===== src/rtl/uam_ram.sv =====
`timescale 1ns / 1ps
`default_nettype none

module uam_ram #(
    parameter int WIDTH = 8,
    parameter int DEPTH = 128
) (
    input  wire logic                     i_clk,
    input  wire logic                     i_we,
    input  wire logic [$clog2(DEPTH)-1:0] i_waddr,
    input  wire logic [WIDTH-1:0]         i_wdata,
    input  wire logic [$clog2(DEPTH)-1:0] i_raddr,
    output logic      [WIDTH-1:0]         o_rdata
);
    logic [WIDTH-1:0] r_mem [DEPTH];

    always_ff @(posedge i_clk) begin
        if (i_we) begin
            r_mem[i_waddr] <= i_wdata;
        end
        o_rdata <= r_mem[i_raddr];
    end
endmodule

`default_nettype wire


===== config.mk =====
export PLATFORM = sky130hd
export DESIGN_NAME = uam_ram
export DESIGN_NICKNAME = d
export VERILOG_FILES = /design/src/rtl/uam_ram.sv
export SDC_FILE = /design/constraint.sdc
export NUM_CORES = 1
export LEC_CHECK = 0
export BUFFER_PORTS_ARGS = -buffer_cell sky130_fd_sc_hd__buf_2
export CAP_MARGIN = 20
export CORE_UTILIZATION = 55
export CTS_CLUSTER_SIZE = 25
export DETAILED_ROUTE_END_ITERATION = 16
export GPL_ROUTABILITY_DRIVEN = 0
export GPL_TIMING_DRIVEN = 0
export MAX_ROUTING_LAYER = met4
export PLACE_DENSITY = 0.78
export SLEW_MARGIN = 40
export SYNTH_ARGS = -nofsm -noshare
export SYNTH_HDL_FRONTEND = slang
export SYNTH_SLANG_ARGS = --single-unit

===== constraint.sdc =====
create_clock -name i_clk -period 4.59 [get_ports i_clk]
set_input_delay 0.459 -clock i_clk [delete_from_list [all_inputs] [get_ports i_clk]]
set_output_delay 0.459 -clock i_clk [all_outputs]
set_load 0.03 [all_outputs]

# Word level (Yosys, flattened, before mapping)
# Memory sizes are Yosys's and may differ from the RTL's. A register that Yosys moved wholly into a read port is not among the register bits.
# Index checks and enable logic that the tools add are counted.
[op_classes]
reduce_logical = 0
shift = 0
add_sub_neg = 0
n_eq_ne = 0
multipliers = 0
bitwise = 0
order_cmp = 0
mux = 2
n_div = 0
[op_table]
columns = ["cell", "count"]
rows = [
  ["1-bit 2-to-1 mux", 2],
]
[word_totals]
out_inout_bits = 8
latchBits = 0
mem_count = 1
ramBits = 1024
romBits = 0
register_bits = 0
elab_cells = 3
[memory_table]
columns = ["memory", "depth", "word_bits", "rd", "rd_clocked_by_memory_dff", "write_ports", "line", "text"]
rows = [
  ["r_mem", 128, 8, 1, 1, 1, "15", "logic [WIDTH-1:0] r_mem [DEPTH];"],
]

# Longest topological paths before layout
[depth]
word_depth = 2
depth_mapped = 7
ltp_nobuf = 4

# Worst setup path before layout
# No wires, ideal clock.
[synth_timing]
kind = "input to register"
from = "input port i_raddr[0]"
to = "register o_rdata[0] (read register of r_mem)"
stages = 6
slack_ns = 1.627
n_path_buf = 2
arrival_ns = 2.842
cell_sequence = "clkbuf_1 -> buf_1 -> mux4_2 -> mux4_2 -> mux4_2 -> mux2_2"
[synth_lines]
columns = ["item", "line", "text"]
rows = [
  ["from (decl)", "12", "input wire logic [$clog2(DEPTH)-1:0] i_raddr,"],
  ["to (decl)", "13", "output logic [WIDTH-1:0] o_rdata"],
]

==> impl_summary.txt <==
----------------------------------------------------
[Floorplan]
  Number of placement rows ... 98
  I/O pin count ... 32
  Core outline area ... 71400 um^2
  Chip Height ... 271 um
  Overall die width ... 271 um
  Die area ... 73200 um^2
  Initial Util ... 0.556

[Worst hold path]
  Worst hold path type ... input pin to flip-flop
  Worst hold stages ... 1

[Critical path]
  Worst R2R Start ... r_mem[111][1]
  Kind of end point of the critical path ... flip-flop
  Worst Setup SP ... i_raddr[2]
  Cell with the most instances on the worst path ... mux4_2
  Top delay family on crit path ... multiplexers
  Worst path arrival time ... 3.74 ns
  Reg-to-Reg End ... o_rdata[1]
  Crit path capture ... o_rdata[0]
  Worst reg-to-reg path cell count ... 4
  Worst path bufs/invs ... 2
  Critical path cell sequence ... buf_1, buf_1, mux4_2, mux4_2, mux4_2, mux2_2
  Number of logic stages on the critical path including buffering ... 6
  Max FO, Critical Path ... 10
  Largest incremental delay on the critical path ... 0.70 ns
  Required time of the worst setup path ... 5.12 ns
  Category of the worst setup path launch point ... input pin
  Worst reg-to-reg setup slack ... 2.05 ns
  Classification of the worst setup path ... input pin to flip-flop
  Standard cell with the maximum stage delay on the critical path ... buf_1

[Routing]
  Pre-antenna DRT Iters ... 5
  Routed wire length on met2 ... 49.2 mm
  Total via count in the routed design ... 19100
  Count of nets left with antenna violations after detail routing ... 0
  Top Layer Used ... met4
  Count of unresolved DRC violations after routing ... 0
  Via density ... 6.82
  DR WL/cell ... 35.1 um
  Met3 WL post-DR ... 11.3 mm
  Final wirelength ... 98.4 mm
  Met1 wire length ... 33.9 mm
  Iteration-0 DRC count of the detailed router ... 2797

[Global routing]
  Global-route wire length before repair ... 139 mm
  Largest net degree at the start of global routing ... 89
  Global-route usage over all layers ... 0.282
  Via count of the first global-routing pass ... 19400
  Total overflow reported by the global router ... 0
  Initial antenna violation count ... 7

[STA]
  Clock skew ... 0.0222 ns
  Relative slew margins ... 0.389
  Period minus WS final ... 3.21 ns
  Maximum clock frequency ... 0.312 GHz
  Share of the cycle needed by the critical path after routing ... 0.698
  Count of final setup violators ... 0
  Final-report hold violation count ... 0
  Worst-margin pin slew ... 0.917 ns
  RSZ-0062 raised after global routing ... no
  Setup TNS after final layout ... 0 ns
  Hold Worst Slack ... 0.181 ns
  Pins over their slew limit ... 0

[Pwr]
  Pwr Total ... 19.4 mW
  Areal power density over the cells ... 435 nW/um^2
  Worst vdd rail ir drop ... 415 uV
  Reported leakage power ... 13.6 nW

[Synthesis]
  Post-synth top area share ... 0.775
  Synthesized flop and latch total ... 1032
  Yosys warning count ... 0
  Number of standard cells after synthesis ... 1635
  Post-Syn Area per Cell ... 24.3 um^2
  Sequential share of the synthesized area ... 0.779
  Cells taking the most area after synthesis ... edfxtp_1, mux4_2, nor2_1
  Mapped Area ... 39700 um^2
  Count of cell types in the netlist ... 17
  Library cell occupying the most area in the post-synthesis netlist ... edfxtp_1
  Synthesized Nets ... 1659

[Clocking]
  Root Driver ... clkbuf_16
  TritonCTS clock tree ... built
  Buffers inserted by post-CTS timing repair ... 0
  Number of buffers on the longest clock path ... 3
  # clock sinks ... 1032
  Number of clock buffers inserted by TritonCTS ... 100
  Clk pin slew, worst setup/hold paths ... 0.06 ns
  Number of hold buffers added after cts ... 0
  Latest clock arrival within the worst-skew pair ... 0.67 ns
  Post-CTS sizing ... 0
  H-tree lvl count ... 3

[Placed design]
  Detail Placement HPWL ... 59.3 mm
  DP Area ... 41300 um^2
  Number of port buffers ... 20
  # placed instances ... 2615

[Run status]
  Status ... completed

[Final layout]
  Combined area of the multi-input logic cells ... 8480 um^2
  Final net count ... 1791
  Total area of sequential cells ... 30900 um^2
  Layout-stage area growth over the synthesis result ... 12.2%
  Most frequent cells in the layout ... edfxtp_1, mux4_2, clkbuf_16
  Final-layout fill cell count ... 4508
  Most frequent standard cell in the layout excluding fill and tap cells ... edfxtp_1
  Final instance count without filler cells ... 2803
  Post-route standard cell area excluding fillers ... 44500 um^2
  Proportion of layout cells with a drive suffix above 1 ... 0.325

[Run]
  Number of maximum-capacitance violations ... 0

----------------------------------------------------
final cells by class:
cell class / instances / share of cell area
diodes: 8 / 0.000450
clock inverters: 55 / 0.0102
well taps: 950 / 0.0267
multi-input cells: 514 / 0.190
flip-flops and latches: 1032 / 0.694
plain buffers: 89 / 0.00961
repair buffers: 30 / 0.00894
clock buffers: 125 / 0.0593
per-stage QoR:
stage / utilization / setup slack, ns
floorplan: - / 1.63
global placement: 0.574 / 0.613
detailed placement: 0.579 / 0.813
CTS: 0.622 / 1.41
global route: 0.624 / 1.39
finish: 0.624 / 1.38
worst min-delay path by stage:
stage	startpoint	to	slack (ns)
after floorplan	i_wdata[0]	r_mem[0][0]	0.56
after CTS	i_wdata[3]	r_mem[73][3]	0.16
after global placement	o_rdata[4]	o_rdata[4]	0.90
after global routing	i_wdata[3]	r_mem[75][3]	0.17
after detailed placement	i_wdata[3]	r_mem[93][3]	0.86
final	i_wdata[3]	r_mem[76][3]	0.18
worst register-to-register path: cells and delay by family (launching register included):
family	cells	cell delay, ns
DFF	1	0.40
muxes	4	2.03
kinds of logic (layout without fill, tap and decap cells):
group	Yosys count	in the layout	synth area share
other cells	0	8	0
simple gates	170	170	0.0176
buf+inv	89	299	0.0101
mux	344	344	0.193
flops	1032	1032	0.779
per-layer routing:
| metal | track usage | vias to the layer above |
|---|---|---|
| met1 | 0.355 | 10100 |
| met3 | 0.0736 | 280 |
| li1 | - | 7302 |
| met4 | 0.0980 | 0 |
| met2 | 0.447 | 1419 |
| met5 | - | - |
registers in the layout, indices dropped and copies added (netlist names):
| signal | count |
|---|---|
| r_mem | 1024 |
| o_rdata | 8 |
cells in the mapped netlist:
cell type / count
buf_4: 11
buf_6: 1
mux4_2: 336
or3_1: 1
nand3_1: 12
mux2_2: 8
buf_2: 15
nand4_1: 3
nand2b_1: 2
nor2_1: 122
clkbuf_1: 44
nor3_1: 9
edfxtp_1: 1024
nor2b_1: 7
nand2_1: 14
buf_1: 18
dfxtp_1: 8
power breakdown:
| part | leakage, nW | internal, mW | switching [mW] |
|---|---|---|---|
| registers | 9.27 | 10.4 | 0.0138 |
| logic | 2.77 | 0.406 | 0.658 |
| clock network | 1.51 | 4.42 | 3.46 |
Note: power is estimated with default switching activity, not from simulation.
